$ cat config.mk
export PLATFORM = sky130hd
export DESIGN_NAME = char_lcd_nibble_command_sequencer_core
export DESIGN_NICKNAME = d
export VERILOG_FILES = /design/src/design/lcdseq_pkg.sv /design/src/design/lcdseq_front.sv /design/src/design/lcdseq_fifo.sv /design/src/design/lcdseq_back.sv /design/src/design/char_lcd_nibble_command_sequencer_core.sv
export SDC_FILE = /design/constraint.sdc
export NUM_CORES = 1
export LEC_CHECK = 0
export ABC_AREA = 0
export BUFFER_PORTS_ARGS = -buffer_cell sky130_fd_sc_hd__buf_2
export CAP_MARGIN = 30
export CORE_UTILIZATION = 56
export DETAILED_ROUTE_END_ITERATION = 10
export GPL_ROUTABILITY_DRIVEN = 1
export HOLD_SLACK_MARGIN = 0.12
export PLACE_DENSITY_LB_ADDON = 0.25
export SYNTH_ARGS = -nofsm -noshare
export SYNTH_HDL_FRONTEND = slang
export SYNTH_SLANG_ARGS = --single-unit
export TNS_END_PERCENT = 1
$ cat constraint.sdc
create_clock -name clk -period 5.9 [get_ports clk]
set_clock_uncertainty 0.1 [all_clocks]
set_input_delay 1.18 -clock clk [delete_from_list [all_inputs] [get_ports clk]]
set_output_delay 1.18 -clock clk [all_outputs]
set_load 0.005 [all_outputs]
$ cat src/design/lcdseq_pkg.sv
// ============================================================================
// lcdseq_pkg
// Types, codes and constant tables shared by the character-LCD sequencer.
// ============================================================================
package lcdseq_pkg;

  // Display operations carried in in_tuser
  typedef enum logic [1:0] {
    OP_INIT  = 2'd0,
    OP_CLEAR = 2'd1,
    OP_PUTC  = 2'd2,
    OP_GOTO  = 2'd3
  } op_t;

  // Register select levels
  localparam logic RS_CMD  = 1'b0;
  localparam logic RS_DATA = 1'b1;

  // Register indexes on the configuration port
  localparam logic CFG_COLUMNS = 1'b0;
  localparam logic CFG_ROWS    = 1'b1;

  localparam logic [5:0] COLUMNS_RESET = 6'd16;
  localparam logic [2:0] ROWS_RESET    = 3'd2;
  localparam logic [2:0] ROWS_MAX      = 3'd4;

  localparam logic [7:0]  CMD_CLEAR  = 8'h01;
  localparam logic        DDRAM_BIT  = 1'b1;   // 0x80, set DDRAM address
  localparam logic [10:0] WAIT_SHORT = 11'd50;
  localparam logic [10:0] WAIT_CLEAR = 11'd2000;

  localparam logic [3:0] INIT_LAST = 4'd11;
  localparam logic [3:0] BYTE_LAST = 4'd1;
  localparam logic [3:0] PAIR_LAST = 4'd3;

  // Queue geometry between front and back
  localparam int Q_DEPTH = 2;
  localparam int Q_AW    = 1;

  // One queued job: a full init sequence, or one or two bytes
  typedef struct packed {
    logic       is_init;
    logic       rs;
    logic [7:0] byte0;
    logic       long_wait;   // first byte settles for the clear time
    logic       has_second;  // second byte: address command, short wait
    logic [7:0] byte1;
  } job_t;

  // One enable strobe
  typedef struct packed {
    logic        rs;
    logic [3:0]  nibble;
    logic [15:0] wait_before;
    logic [10:0] wait_after;
  } strobe_t;

  // DDRAM start address of each display line
  function automatic logic [6:0] line_base(input logic [1:0] row);
    logic [6:0] b;
    case (row)
      2'd0:    b = 7'h00;
      2'd1:    b = 7'h40;
      2'd2:    b = 7'h14;
      2'd3:    b = 7'h54;
      default: b = 7'h00;
    endcase
    return b;
  endfunction

  // Power-up sequence, one strobe per step
  function automatic strobe_t init_strobe(input logic [3:0] idx);
    strobe_t s;
    s.rs          = RS_CMD;
    s.nibble      = 4'h0;
    s.wait_before = 16'd0;
    s.wait_after  = 11'd0;
    case (idx)
      4'd0: begin
        s.nibble      = 4'h3;
        s.wait_before = 16'd40000;
      end
      4'd1: begin
        s.nibble      = 4'h3;
        s.wait_before = 16'd5000;
      end
      4'd2: begin
        s.nibble      = 4'h3;
        s.wait_before = 16'd100;
      end
      4'd3:  s.nibble = 4'h2;
      4'd4:  s.nibble = 4'h2;
      4'd5: begin
        s.nibble     = 4'h8;
        s.wait_after = WAIT_SHORT;
      end
      4'd6:  s.nibble = 4'h0;
      4'd7: begin
        s.nibble     = 4'h8;
        s.wait_after = WAIT_SHORT;
      end
      4'd8:  s.nibble = 4'h0;
      4'd9: begin
        s.nibble     = 4'h1;
        s.wait_after = WAIT_CLEAR;
      end
      4'd10: s.nibble = 4'h0;
      4'd11: begin
        s.nibble     = 4'hC;
        s.wait_after = WAIT_SHORT;
      end
      default: s.nibble = 4'h0;
    endcase
    return s;
  endfunction

endpackage

$ cat src/design/lcdseq_front.sv
// ============================================================================
// lcdseq_front
// Accepts display operations, tracks the cursor and queues strobe jobs.
// ============================================================================
module lcdseq_front #(
  parameter int MAX_COLUMNS = 40
) (
  input  logic               clk,
  input  logic               rst_n,
  input  logic               cfg_valid,
  input  logic               cfg_index,
  input  logic [5:0]         cfg_data,
  input  logic               in_tvalid,
  input  logic [1:0]         in_tuser,
  input  logic [23:0]        in_tdata,
  output logic               push,
  output lcdseq_pkg::job_t   job,
  input  logic               q_ready
);
  import lcdseq_pkg::*;

  logic [5:0] columns_r;
  logic [2:0] rows_r;
  logic [5:0] cur_col_r, cur_col_nxt;
  logic [1:0] cur_row_r, cur_row_nxt;

  logic [5:0] eff_cols;
  logic [2:0] eff_rows;
  logic [6:0] nx;
  logic       p_wrap;
  logic [2:0] ny;
  logic [1:0] ny_w;
  logic [7:0] gx, gy, gx2, gy1, gy2;
  logic       g_colwrap, g_rowwrap;
  logic [6:0] g_sum;
  logic [7:0] ch;

  assign ch   = in_tdata[7:0];
  assign gx   = in_tdata[15:8];
  assign gy   = in_tdata[23:16];
  assign push = in_tvalid && q_ready;

  always_comb begin
    eff_cols = columns_r;
    if (columns_r == 6'd0) eff_cols = 6'd1;
    else if (columns_r > 6'(MAX_COLUMNS)) eff_cols = 6'(MAX_COLUMNS);
    eff_rows = rows_r;
    if (rows_r == 3'd0) eff_rows = 3'd1;
    else if (rows_r > ROWS_MAX) eff_rows = ROWS_MAX;
  end

  // Put character: advance column, wrap to next row
  always_comb begin
    nx     = {1'b0, cur_col_r} + 7'd1;
    p_wrap = nx >= {1'b0, eff_cols};
    ny     = {1'b0, cur_row_r} + 3'd1;
    ny_w   = (ny >= eff_rows) ? 2'd0 : ny[1:0];
  end

  // Goto: normalize column, then row
  always_comb begin
    g_colwrap = gx >= {2'b00, eff_cols};
    gx2       = g_colwrap ? 8'd0 : gx;
    gy1       = g_colwrap ? gy + 8'd1 : gy;
    g_rowwrap = gy1 >= {5'b00000, eff_rows};
    gy2       = g_rowwrap ? 8'd0 : gy1;
    g_sum     = line_base(gy2[1:0]) + gx2[6:0];
  end

  always_comb begin
    job         = '0;
    cur_col_nxt = cur_col_r;
    cur_row_nxt = cur_row_r;
    case (op_t'(in_tuser))
      OP_INIT: begin
        job.is_init = 1'b1;
        cur_col_nxt = 6'd0;
        cur_row_nxt = 2'd0;
      end
      OP_CLEAR: begin
        job.rs        = RS_CMD;
        job.byte0     = CMD_CLEAR;
        job.long_wait = 1'b1;
      end
      OP_PUTC: begin
        job.rs    = RS_DATA;
        job.byte0 = ch;
        if (p_wrap) begin
          job.has_second = 1'b1;
          job.byte1      = {DDRAM_BIT, line_base(ny_w)};
          cur_col_nxt    = 6'd0;
          cur_row_nxt    = ny_w;
        end else begin
          cur_col_nxt = nx[5:0];
        end
      end
      OP_GOTO: begin
        job.rs      = RS_CMD;
        job.byte0   = {DDRAM_BIT, g_sum};
        cur_col_nxt = gx2[5:0];
        cur_row_nxt = gy2[1:0];
      end
      default: job = '0;
    endcase
  end

  always_ff @(posedge clk) begin
    if (!rst_n) begin
      columns_r <= COLUMNS_RESET;
      rows_r    <= ROWS_RESET;
      cur_col_r <= 6'd0;
      cur_row_r <= 2'd0;
    end else begin
      if (cfg_valid) begin
        if (cfg_index == CFG_COLUMNS) columns_r <= cfg_data;
        else                          rows_r    <= cfg_data[2:0];
      end
      if (push) begin
        cur_col_r <= cur_col_nxt;
        cur_row_r <= cur_row_nxt;
      end
    end
  end

endmodule

$ cat src/design/lcdseq_fifo.sv
// ============================================================================
// lcdseq_fifo
// Short job queue between the front and the strobe back end.
// ============================================================================
module lcdseq_fifo (
  input  logic             clk,
  input  logic             rst_n,
  input  logic             wr_valid,
  output logic             wr_ready,
  input  lcdseq_pkg::job_t wr_job,
  output logic             rd_valid,
  input  logic             rd_pop,
  output lcdseq_pkg::job_t rd_job
);
  import lcdseq_pkg::*;

  job_t                mem [Q_DEPTH];
  logic [Q_AW-1:0]     wr_ptr_r, rd_ptr_r;
  logic [Q_AW:0]       count_r;
  logic                do_wr, do_rd;

  assign wr_ready = count_r != (Q_AW+1)'(Q_DEPTH);
  assign rd_valid = count_r != '0;
  assign rd_job   = mem[rd_ptr_r];
  assign do_wr    = wr_valid && wr_ready;
  assign do_rd    = rd_pop && rd_valid;

  always_ff @(posedge clk) begin
    if (do_wr) mem[wr_ptr_r] <= wr_job;
  end

  always_ff @(posedge clk) begin
    if (!rst_n) begin
      wr_ptr_r <= '0;
      rd_ptr_r <= '0;
      count_r  <= '0;
    end else begin
      if (do_wr) wr_ptr_r <= wr_ptr_r + 1'b1;
      if (do_rd) rd_ptr_r <= rd_ptr_r + 1'b1;
      case ({do_wr, do_rd})
        2'b10:   count_r <= count_r + 1'b1;
        2'b01:   count_r <= count_r - 1'b1;
        default: count_r <= count_r;
      endcase
    end
  end

endmodule

$ cat src/design/lcdseq_back.sv
// ============================================================================
// lcdseq_back
// Expands queued jobs into enable strobes, one per cycle while the output is free, into an output register.
// ============================================================================
module lcdseq_back (
  input  logic             clk,
  input  logic             rst_n,
  input  logic             job_valid,
  input  lcdseq_pkg::job_t job,
  output logic             job_pop,
  output logic             out_tvalid,
  input  logic             out_tready,
  output logic [31:0]      out_tdata,
  output logic             out_tuser,
  output logic             out_tlast
);
  import lcdseq_pkg::*;

  logic [3:0] step_r, step_nxt;
  logic       out_vld_r;
  strobe_t    out_s_r, s;
  logic       out_last_r, last;
  logic       load;
  logic [7:0] cur_byte;
  logic       low_half;

  assign load = job_valid && (!out_vld_r || out_tready);

  always_comb begin
    low_half = step_r[0];
    cur_byte = step_r[1] ? job.byte1 : job.byte0;
    if (job.is_init) begin
      s    = init_strobe(step_r);
      last = step_r == INIT_LAST;
    end else begin
      s.rs          = step_r[1] ? RS_CMD : job.rs;
      s.nibble      = low_half ? cur_byte[3:0] : cur_byte[7:4];
      s.wait_before = 16'd0;
      s.wait_after  = 11'd0;
      if (low_half)
        s.wait_after = (job.long_wait && !step_r[1]) ? WAIT_CLEAR : WAIT_SHORT;
      last = job.has_second ? (step_r == PAIR_LAST) : (step_r == BYTE_LAST);
    end
    step_nxt = last ? 4'd0 : step_r + 4'd1;
  end

  assign job_pop = load && last;

  always_ff @(posedge clk) begin
    if (load) begin
      out_s_r    <= s;
      out_last_r <= last;
    end
  end

  always_ff @(posedge clk) begin
    if (!rst_n) begin
      step_r    <= 4'd0;
      out_vld_r <= 1'b0;
    end else begin
      if (load) step_r <= step_nxt;
      if (load)            out_vld_r <= 1'b1;
      else if (out_tready) out_vld_r <= 1'b0;
    end
  end

  assign out_tvalid = out_vld_r;
  assign out_tuser  = out_s_r.rs;
  assign out_tlast  = out_last_r;
  assign out_tdata  = {1'b0, out_s_r.wait_after, out_s_r.wait_before, out_s_r.nibble};

endmodule

$ cat src/design/char_lcd_nibble_command_sequencer_core.sv
// ============================================================================
// char_lcd_nibble_command_sequencer_core
// Turns display operations into 4-bit character-LCD enable strobes.
// ============================================================================
// Path: the first strobe of an operation goes through the queue register, then
//   the output register, and waits there until out_tready takes it.
// Throughput: one strobe per cycle out of the back end strobe counter while the
//   output is taken; an operation gives 2 strobes (clear, plain character,
//   goto), 4 (character that wraps) or 12 (init). Input is taken once per cycle
//   while the 2-entry job queue has room, also while a strobe waits at the output.
// Reset: rst_n, synchronous, clears cursor, queue and output; columns 16, rows 2.
module char_lcd_nibble_command_sequencer_core #(
  parameter int MAX_COLUMNS = 40
) (
  input  logic        clk,
  input  logic        rst_n,
  // configuration writes: index 0 columns, index 1 rows
  input  logic        cfg_valid,
  output logic        cfg_ready,
  input  logic        cfg_index,
  input  logic [5:0]  cfg_data,
  // operation stream
  input  logic        in_tvalid,
  output logic        in_tready,
  input  logic [23:0] in_tdata,   // [7:0] char_code, [15:8] target_column,
                                  // [23:16] target_row
  input  logic [1:0]  in_tuser,   // [1:0] operation
  // strobe stream
  output logic        out_tvalid,
  input  logic        out_tready,
  output logic [31:0] out_tdata,  // [3:0] data_nibble, [19:4] wait_before_us,
                                  // [30:20] wait_after_us, [31] zero
  output logic        out_tuser,  // [0] register_select
  output logic        out_tlast   // last strobe of the operation
);
  import lcdseq_pkg::*;

  logic push, q_ready, q_valid, q_pop;
  job_t front_job, head_job;

  // Configuration writes go straight into the registers; never stall the port
  assign cfg_ready = 1'b1;
  // Take an operation whenever the queue can hold its job
  assign in_tready = q_ready;

  // Front: classify the operation, move the cursor, build the job
  lcdseq_front #(
    .MAX_COLUMNS (MAX_COLUMNS)
  ) u_front (
    .clk       (clk),
    .rst_n     (rst_n),
    .cfg_valid (cfg_valid),
    .cfg_index (cfg_index),
    .cfg_data  (cfg_data),
    .in_tvalid (in_tvalid),
    .in_tuser  (in_tuser),
    .in_tdata  (in_tdata),
    .push      (push),
    .job       (front_job),
    .q_ready   (q_ready)
  );

  // Queue: decouple classification from strobe generation
  lcdseq_fifo u_fifo (
    .clk      (clk),
    .rst_n    (rst_n),
    .wr_valid (push),
    .wr_ready (q_ready),
    .wr_job   (front_job),
    .rd_valid (q_valid),
    .rd_pop   (q_pop),
    .rd_job   (head_job)
  );

  // Back: step through the strobes of the head job, drop it after the last
  lcdseq_back u_back (
    .clk        (clk),
    .rst_n      (rst_n),
    .job_valid  (q_valid),
    .job        (head_job),
    .job_pop    (q_pop),
    .out_tvalid (out_tvalid),
    .out_tready (out_tready),
    .out_tdata  (out_tdata),
    .out_tuser  (out_tuser),
    .out_tlast  (out_tlast)
  );

endmodule
# After elaboration in Yosys (flattened, before gate mapping)
# Memories as Yosys holds them, arrays and structs flattened. A register that Yosys moved wholly into a read port is not among the register bits.
# Index checks and enable logic that the tools add are counted.
[word_totals]
ff_bits = 59
ram_bits = 40
out_inout_bits = 37
wordCells = 117
memories = 1
[op_classes]
addsub = 9
n_lt_le_gt_ge = 6
eq_ne = 21
mux = 37
bitwise = 1
n_reduce_logical = 28
[memory_table]
columns = ["memory", "depth", "width", "rd", "rd_clocked_by_memory_dff", "wr", "line", "source"]
rows = [
  ["u_fifo.mem", 2, 20, 1, 1, 1, "lcdseq_fifo.sv:17", "job_t mem [Q_DEPTH];"],
]
[ops]
columns = ["op", "count"]
rows = [
  ["$pmux 7 s4", 2],
  ["$pmux 16 s3", 1],
  ["$mux 31", 1],
  ["$pmux 9 s3", 1],
  ["$mux 11", 2],
  ["$pmux 11 s2", 1],
  ["$pmux 4 s5", 1],
  ["$mux 6", 3],
  ["$mux 9", 2],
  ["$pmux 6 s3", 1],
  ["$mux 8", 2],
  ["$eq 2x2->1 const B", 7],
  ["$eq 4x3->1 const B", 3],
  ["$mux 1", 10],
  ["$add 8x1->8 const B", 1],
  ["$eq 2x1->1 const B", 4],
  ["$eq 4x2->1 const B", 2],
  ["$eq 4x4->1 const B", 2],
  ["$ge 8x3->1", 1],
  ["$ge 8x6->1", 1],
  ["$mux 4", 2],
  ["$add 6x1->7 const B", 1],
  ["$add 7x7->7", 1],
  ["$ge 7x6->1", 1],
  ["30 further kinds", 49],
]

# Longest topological paths before layout
[logic_depth]
ltp_word = 11
ltp_mapped = 23

# Cells and area by module
# From an unflattened synthesis, not the netlist that was laid out.
[unflattened]
cells_unflattened = 431
hier_area_um2 = 4795.8
[by_module_without_submodules]
columns = ["mod", "instances", "cells_each", "area_each_um2", "seq_area_each_um2"]
rows = [
  ["lcdseq_front", 1, 229, 1839.3, 340.3],
  ["lcdseq_fifo", 1, 86, 1671.6, 1301.2],
  ["lcdseq_back", 1, 114, 1273.7, 520.5],
  ["char_lcd_nibble_command_sequencer_core", 1, 2, 11.3, 0.0],
]

# Least setup slack after synthesis
# Ideal clock, no wire load.
[synth_timing]
path_kind = "in2reg"
from = "input port in_tdata[9]"
to = "memory u_fifo.mem[0][16] (netlist name), data pin"
arrival_time_ns = 4.907
t_required_ns = 5.637
setup_slack_ns = 0.730
path_stages = 19
cell_sequence = "ha_1 nor2b_1 o211a_1 o311ai_2 and2_1 buf_12 mux2i_1 inv_1 ha_1 a21boi_0 o21ai_0 nand4b_1 a211o_1 nor3_1 ha_1 a21oi_1 nor3b_1 or4_1 a31oi_1"
[synth_rtl]
columns = ["item", "line", "source"]
rows = [
  ["start: declaration", "char_lcd_nibble_command_sequencer_core.sv:25", "input logic [23:0] in_tdata,"],
  ["end: declaration", "lcdseq_fifo.sv:17", ""],
]

==> results.md <==
* Commonest non-fill, non-tap cell in the layout: buf_2
* FMAX at 193 MHz
* Yosys synthesis warning count at 0
* Die span in x at 86.6 um
* Syn Area/Cell at 10.4 um^2
* EDFF count, synth at 42
* Mapped Cells at 386
* Via density at 5.52
* Leakage at 0.00187 uW
* Element type at the critical path end: flip-flop
* Core area at 6870 um^2
* Final Cycle Share at 88.0%
* Synth Flop Type: edfxtp_1
* Vias in the first global route at 2,743
* Least-Margin Pin Slew at 786 ps
* Hold WC Path Type: flip-flop to flip-flop
* Starting density of the core at 58.3%
* PwrDens at 298 nW/um^2
* Tmin final at 5190 ps
* Crit-path max FO at 4
* Main combinational cell family by area after synthesis: simple AND/OR/NAND/NOR gates
* DR iter-0 viols at 143
* H-Tree Depth at 3
* Vias at 2,985
* Slew Viols, Final at 0
* Finished Cell Area at 4510 um^2
* Final wirelength at 8080 um
* Most frequent cells in the layout: buf_2 (64), edfxtp_1 (42), nand2_1 (31), nor2_1 (29), ha_1 (29)
* DRT antenna net count at 0
* DRT Pass-1 Iters at 5
* Syn Std Cell Area at 4010 um^2
* Largest area contributor in the netlist: edfxtp_1
* CTS tree: built
* Clk_lat worst skew at 350 ps
* Die Y at 86.6 um
* Final antenna diode count at 0
* Layout cell share with drive strength beyond 1 at 22.7%
* Critical Path RT at 5980 ps
* Crit path launch type: primary input
* Setup violators final at 0
* Status: finished clean
* Largest net degree at the start of global routing at 20
* Synth Area in Compound Gates at 12.3%
* Max-Cap Viols at 0
* Postcts setup bufs at 0
* Standard-cell rows at 30
* Final HPWL DP at 6100 um
* Yosys reg bits at 69
* Register area share after synthesis at 45.0%
* Post-synth top area share at 31.5%
* Synth Area in XOR/XNOR at 3.06%
* WL/cell at 14.9 um
* Asr flop ratio synth at 0%
* Drt drc at 0
* Dpl cell area at 4290 um^2
* CP arrival at 5270 ps
* Initial antenna violation count at 0
* RSZ-0062 raised after global routing: no
* P&R area growth vs syn at 12.7%
* # nets final at 507
* Die Footprint at 7490 um^2
* Max Buffers Root-to-Sink at 2
* Type of the worst setup path: primary input to flip-flop
* Ranking of synthesized cells by area: edfxtp_1 (31%), dfxtp_1 (13%), ha_1 (9.1%)
* Placer Congestion at 0.896
* Filler cells at 562
* Clock slew at reported path FFs at 80 ps
* Clock sink count at 69
* Tot Pwr at 1350 uW
* First-pass GRT wire length at 12,900 um
* GRT Total Usage at 22.8%
* Post-synthesis mux area share at 7.62%
* Peak VDD IR at 125 uV
* Num CTS Buffers at 9
* Simple-Gate Fraction of Synth Area at 15.7%
* CTS Hold Bufs at 0
* Max-slew headroom at 47.3%
* Grt total ovfl at 0
* Post-CTS Resized at 0
* Final Hold Vio Count at 0
* CTS Root Cell: clkbuf_8
* Post-synthesis adder-cell area fraction at 9.06%
* Post-synth cell types at 55
* IO buf count at 64
* Setup TNS at 0 ps
* # IOs at 75
where the power goes:
group | internal [uW] | switching, uW
clock network | 247 | 187
registers | 588 | 38.7
logic | 132 | 155
total | 966 | 381
critical path: stages:
cell	delay, ps
buf_2	120
ha_1	310
nor2b_1	140
o211a_1	220
o311ai_2	270
and2_1	250
mux2i_1	330
inv_1	80
ha_1	290
a21boi_0	120
o21ai_0	150
nand4b_1	110
a211o_1	280
nor3_1	290
ha_1	340
a21oi_1	140
nor3b_1	70
or4_1	390
a31oi_1	220
worst paths after layout:
kind,start,endpoint,slack [ps],cells past startpoint
worst max-delay path,in_tdata[9],u_fifo.mem[0][16],710,19
worst min-delay path,u_front.rows_r[0],u_front.rows_r[0],360,2
worst max register to register,u_front.columns_r[3],u_fifo.mem[0][16],900,20
worst min register to register,u_front.rows_r[0],u_front.rows_r[0],360,2
cell usage after synthesis (5+ instances only):
master / number
nor2_1: 29
dfxtp_1: 27
and2_1: 6
a22oi_1: 5
xnor2_1: 8
nand2b_1: 6
buf_4: 22
nor3_1: 10
nand3_1: 13
a31oi_1: 5
mux2i_1: 17
inv_1: 15
a21oi_1: 17
edfxtp_1: 42
ha_1: 29
clkbuf_1: 8
o21ai_0: 17
nand2_1: 31
nor2b_1: 10
xor2_1: 6
per-layer routing:
| layer | vias to the layer above | wire, um | GRT usage [%] |
|---|---|---|---|
| met2 | 107 | 4140 | 40.0 |
| li1 | 1481 | - | - |
| met1 | 1381 | 3300 | 26.4 |
| met3 | 16 | 395 | 5.24 |
| met5 | - | 0 | 0 |
| met4 | 0 | 238 | 10.8 |
per-stage QoR:
stage | setup WS, ps | hold WS [ps] | utilization (%) | cells
2_1_floorplan | 730 | 336 | - | 394
3_3_place_gp | 530 | 351 | 62.2 | 524
3_5_place_dp | 423 | 348 | 62.4 | 525
4_1_cts | 715 | 359 | 65.7 | 541
5_1_grt | 419 | 408 | 65.7 | 541
6_report | 707 | 355 | 65.7 | 541
cell type report:
type                    count  area [um^2]  area share, %
repair buffers             68          354           7.84
flip-flops and latches     69         1800           39.9
inverters                  15         56.3           1.25
multi-input cells         277         1950           43.3
clock inverters             4         51.3           1.14
well taps                  96          120           2.66
clock buffers              12          178           3.94
state kept, by name, indices dropped and copies added (netlist names), named ones only:
name,flops
u_back.out_tdata,12
u_front.cur_col_r,6
u_fifo.count_r,2
u_front.columns_r,6
u_front.rows_r,3
u_back.out_tlast,1
u_back.out_tuser,1
u_back.step_r,4
u_fifo.mem,28
u_front.cur_row_r,2
u_fifo.rd_ptr_r,1
u_back.out_tvalid,1
u_fifo.wr_ptr_r,1
logic make-up after synthesis:
group                    count (synthesis)
AND/OR/NAND/NOR                        128
AO/OA/AOI/OAI                           71
flip-flops                              69
buffers and inverters                   48
adder cells (fa/ha/maj)                 29
multiplexers                            25
XOR/XNOR                                14
other                                    2
Note: power is estimated with default switching activity, not from simulation.
